File: src/bsip_pkg.sv
// Shared definitions for the sorted-table insert-position search block.
// Holds field widths, parameter defaults, request codes and the
// command/status structs between controller and datapath. No dependencies.
`timescale 1ns / 1ps

package bsip_pkg;

	// Parameter defaults
	localparam int TABLE_DEPTH_DEF = 1024;
	localparam int VALUE_WIDTH_DEF = 32;

	// Fixed field widths
	localparam int SIZE_W  = 11;
	localparam int INDEX_W = 10;
	localparam int POS_W   = 11;

	// Request codes
	localparam logic REQ_WRITE  = 1'b0;
	localparam logic REQ_SEARCH = 1'b1;

	// Controller to datapath
	typedef struct packed {
		logic write;     // store the accepted value into the table
		logic start;     // latch target, open the full range
		logic issue;     // latch midpoint, read the table there
		logic step;      // compare read data, narrow the range
		logic load_out;  // move the answer into the output register
	} cmd_t;

	// Datapath to controller
	typedef struct packed {
		logic range_empty;  // low has reached one past high
		logic hit;          // probed entry equals the target
		logic out_free;     // output register can take a beat
	} sts_t;

endpackage

File: src/bsip_ctrl.sv
// Controller: sequences one request at a time through probe and compare steps.
// Depends on bsip_pkg; drives bsip_datapath through cmd_t and reads sts_t.
`timescale 1ns / 1ps

module bsip_ctrl (
	input  logic           clk,
	input  logic           arst_n,
	input  logic           in_valid,
	input  logic           in_req_type,
	output logic           in_ready,
	input  bsip_pkg::sts_t sts,
	output bsip_pkg::cmd_t cmd
);

	typedef enum logic [1:0] {
		ST_IDLE,
		ST_PROBE,
		ST_COMPARE,
		ST_FINISH
	} state_t;

	state_t state_q;

	// Commands decoded from state and status
	always_comb begin
		cmd      = '0;
		in_ready = 1'b0;
		unique case (state_q)
			ST_IDLE: begin
				in_ready  = 1'b1;
				cmd.write = in_valid && (in_req_type == bsip_pkg::REQ_WRITE);
				cmd.start = in_valid && (in_req_type == bsip_pkg::REQ_SEARCH);
			end
			ST_PROBE: begin
				cmd.issue = !sts.range_empty;
			end
			ST_COMPARE: begin
				cmd.step = 1'b1;
			end
			ST_FINISH: begin
				cmd.load_out = sts.out_free;
			end
			default: begin
				cmd = '0;
			end
		endcase
	end

	// Advance the sequencer
	always_ff @(posedge clk or negedge arst_n) begin
		if (!arst_n) begin
			state_q <= ST_IDLE;
		end else begin
			unique case (state_q)
				ST_IDLE: begin
					if (cmd.start) begin
						state_q <= ST_PROBE;
					end
				end
				ST_PROBE: begin
					state_q <= sts.range_empty ? ST_FINISH : ST_COMPARE;
				end
				ST_COMPARE: begin
					state_q <= sts.hit ? ST_FINISH : ST_PROBE;
				end
				ST_FINISH: begin
					if (sts.out_free) begin
						state_q <= ST_IDLE;
					end
				end
				default: begin
					state_q <= ST_IDLE;
				end
			endcase
		end
	end

endmodule

File: config.mk
export PLATFORM = sky130hd
export DESIGN_NAME = bsip_ctrl
export DESIGN_NICKNAME = d
export VERILOG_FILES = /design/src/bsip_pkg.sv /design/src/bsip_ctrl.sv
export SDC_FILE = /design/constraint.sdc
export NUM_CORES = 1
export LEC_CHECK = 0
export BUFFER_PORTS_ARGS = -buffer_cell sky130_fd_sc_hd__buf_4
export CAP_MARGIN = 20
export CORE_AREA = 2 2 39 41
export DETAILED_ROUTE_END_ITERATION = 10
export DIE_AREA = 0 0 41 43
export PLACE_DENSITY = 0.3
export SKIP_LAST_GASP = 1
export SLEW_MARGIN = 20
export SYNTH_ARGS = -nofsm -noshare
export SYNTH_HDL_FRONTEND = slang
export SYNTH_SLANG_ARGS = --single-unit
File: constraint.sdc
create_clock -name clk -period 2.5 [get_ports clk]
set_clock_uncertainty 0.1 [all_clocks]
set_input_delay 0.25 -clock clk [delete_from_list [all_inputs] [get_ports clk]]
set_output_delay 0.25 -clock clk [all_outputs]
set_load 0.01 [all_outputs]
# Word-level counts from Yosys, hierarchy flattened

Index checks and enable logic that the tools add are counted.

Eq/ne operators: 5
Reductions and logical operators: 5
Bitwise gates (word level): 1
Multiplexer cells: 10

Operator list:

| cell                 | count |
|---|---|
| $mux W2              | 4 |
| $pmux W2 S4          | 1 |
| $mux W1              | 5 |
| $eq A2 B2 Y1 const B | 2 |
| $ne A2 B2 Y1 const B | 2 |
| $eq A2 B1 Y1 const B | 1 |
| $logic_and A1 B1 Y1  | 2 |
| $logic_not A2 Y1     | 1 |
| $reduce_and A2 Y1    | 1 |
| $logic_not A1 Y1     | 1 |
| $not A1 Y1           | 1 |

Output and inout port bits: 6
Logic and storage cells: 22
Register bits: 2

# Depth between registers and ports, before layout

Depth after elaboration: 5
Gate-level depth with buffers: 2

# Worst setup path before layout

No wires, ideal clock.

Path type: reg2out
Start point: reg state_q[1]
End point: out cmd[4] (netlist name)
Setup slack: 1.238 ns
Cell stages (with the launch flop): 2
Required time: 2.150 ns
Arrival time: 0.912 ns
Path through: dfrtp_1 -> nor4b_1

RTL lines:

| item                   | line            | source |
|---|---|---|
| start, declared        | bsip_ctrl.sv:22 | `state_t state_q;` |
| start signal, assigned | bsip_ctrl.sv:61 | `state_q <= sts.range_empty ? ST_FINISH : ST_COMPARE;` |
| start signal, assigned | bsip_ctrl.sv:64 | `state_q <= sts.hit ? ST_FINISH : ST_PROBE;` |
| end, declared          | bsip_ctrl.sv:12 | `output bsip_pkg::cmd_t cmd` |

==> reports/summary.txt <==
biggest registers after layout -> state_q (2)
metal2 WL -> 131 um
first-pass GRT wire length -> 614 um
initial antenna violation count -> 0
max-slew violation count -> 0
number of synthesized flops with an enable pin -> 0
total CTS buffers -> 3
ANT nets after route -> 0
Worst-path clk slew -> 30 ps
Slew Limit Headroom -> 0.817
Max-Cap Viols -> 0
Setup TNS Final -> 0 ps
share of cells above drive strength 1 -> 0.621
Avg Cell Area, Syn -> 9.72 um^2
Max VDD drop -> 0.233 mV
# IOs -> 13
CP max-delay cell -> dfrtp_1
TritonRoute pass-1 iters -> 2
DR WL/cell -> 9.38 um
final hold violations -> 0
gr usage total -> 0.0592
Synth top cells by count -> a21oi_1, dfrtp_1
Crit path max-delay family -> flip-flops
hold_ws -> 173 ps
Warnings, synthesis -> 0
Non-Filler Instances -> 45
Buffers on Ports -> 12
WP buf/inv -> 1
Main synth FF type -> dfrtp_1
Area growth syn-to-layout -> 113%
Synth area leader -> dfrtp_1
row count -> 14
Vert. Die Dim -> 43 um
Final period util -> 0.617
CP Capture Type -> output port
register area share after synthesis -> 0.396
Worst setup SP type -> flop
Post-CTS Resized -> 0
CTS tree -> done
crit path time final -> 1540 ps
largest net degree at the start of global routing -> 9
die width -> 41 um
ordered list of cells on the worst path -> nor4b_1 > buf_4
Nets -> 38
post-DR vias/cell -> 3.67
Clk Latency, worst-skew pair -> 230 ps
uppermost layer routed -> met4
R2R Setup Slk -> 1550 ps
max reg flops -> 2
CTS Root Cell -> clkbuf_4
routed wire length -> 422 um
Fmax achieved -> 648 MHz
H-tree level count -> 1
Critical Path RT -> 2150 ps
Synth async-reset ratio -> 1.00
Unique masters post-synth -> 11
M1 wire length -> 209 um
Synth area leaders -> dfrtp_1, and3_4, a21oi_1
Final Setup Violations -> 0
Cells after Synth -> 13
syn_nets -> 20
die area -> 1760 um^2
worst hold path type -> in -> reg
Final WS setup -> 957 ps
critical path arrival -> 1190 ps
DP Worst Slack -> 1210 ps
Post-Synthesis Cell Area -> 126 um^2
status -> completed
vias in the first global route -> 149
total vias in the final route -> 165
n_diodes -> 0
Starting Density -> 0.0913
core area -> 1380 um^2
Cell Area, Placed -> 236 um^2
# DRC -> 0
Worst path max stage delay -> 440 ps
met3 WL -> 74 um
unrepaired setup endpoints after global routing -> false
largest register by flop count -> state_q
global route overflow -> 0
fin area -> 269 um^2
clk sinks -> 2
clk buf depth -> 2
GP Congestion -> 0.546
Cell Pwr Density -> 1030 nW/um^2
Worst-Margin Slew -> 271 ps
P_leak -> 0.126 nW
top-area cell type share of the netlist area -> 0.396
placed cells -> 41
Seq cells post-synth -> 2
initial drt markers -> 2
WS Path Type -> reg -> out
critical-path maximum fanout -> 7
[path summary, 6_finish.rpt]
check / depth (start not counted) / startpoint / end
min in group asynchronous: 2 / arst_n / state_q[1]
max: 2 / state_q[1] / cmd[4]
min: 3 / sts[1] / state_q[1]
max reg2reg: 2 / state_q[1] / state_q[0]
min reg2reg: 2 / state_q[0] / state_q[1]
max in group asynchronous: 2 / arst_n / state_q[0]
[per-stage QoR]
| stage | power (W) | util |
|---|---|---|
| 2_1_floorplan | 0.000139 | - |
| 3_3_place_gp | 0.000201 | 0.171 |
| 3_5_place_dp | 0.000201 | 0.171 |
| 4_1_cts | 0.000283 | 0.194 |
| 5_1_grt | 0.000301 | 0.194 |
| 6_report | 0.000276 | 0.194 |
[what timing repair did]
item                                   4_1_cts  5_1_grt
hold buffers                                 1        0
setup buffers                                0        0
endpoints found under the hold margin        2        0
[cell usage in the layout (no fill, tap or decap)]
cell,count
and3_1,1
dfrtp_1,2
a21oi_2,1
nor2_2,1
nor3b_1,1
nor2b_1,1
nor2_1,1
buf_4,12
clkbuf_4,3
nor4b_1,1
dlygate4sd3_1,1
and3_4,1
a21oi_1,2
nand3b_1,1
[per-layer routing]
| metal | vias up | GRT usage |
|---|---|---|
| met1 | 68 | 0.0707 |
| met4 | 0 | 0.0600 |
| met3 | 2 | 0.0471 |
| met2 | 13 | 0.0594 |
| li1 | 82 | - |
| met5 | - | 0 |
[cell families after synthesis]
| kind of cell | count (synthesis) | synth area share |
|---|---|---|
| and+or+nand+nor | 8 | 0.456 |
| AOI/OAI and AO/OA | 3 | 0.149 |
| DFF | 2 | 0.396 |
[tightest hold or removal path, cell delays in order]
cell	delay, ps
buf_4	80
a21oi_1	60
nor2_2	80
[power breakdown]
group | switching (W) | internal [W] | leakage, nW | total [W]
sequential | 0.0000311 | 0.0000488 | 0.0222 | 0.0000800
combinational | 0.0000506 | 0.0000719 | 0.0897 | 0.000122
clock | 0.0000207 | 0.0000532 | 0.0138 | 0.0000739
total | 0.000102 | 0.000174 | 0.126 | 0.000276
[area by class of cell]
class                      count  area (um^2)
clock buffer                   3         22.5
fill                         159         1110
multi-input combinational     11         76.3
sequential                     2         50.0
tap                           16         20.0
timing repair buffer          13          100
Power figures use the tool's default switching activity.
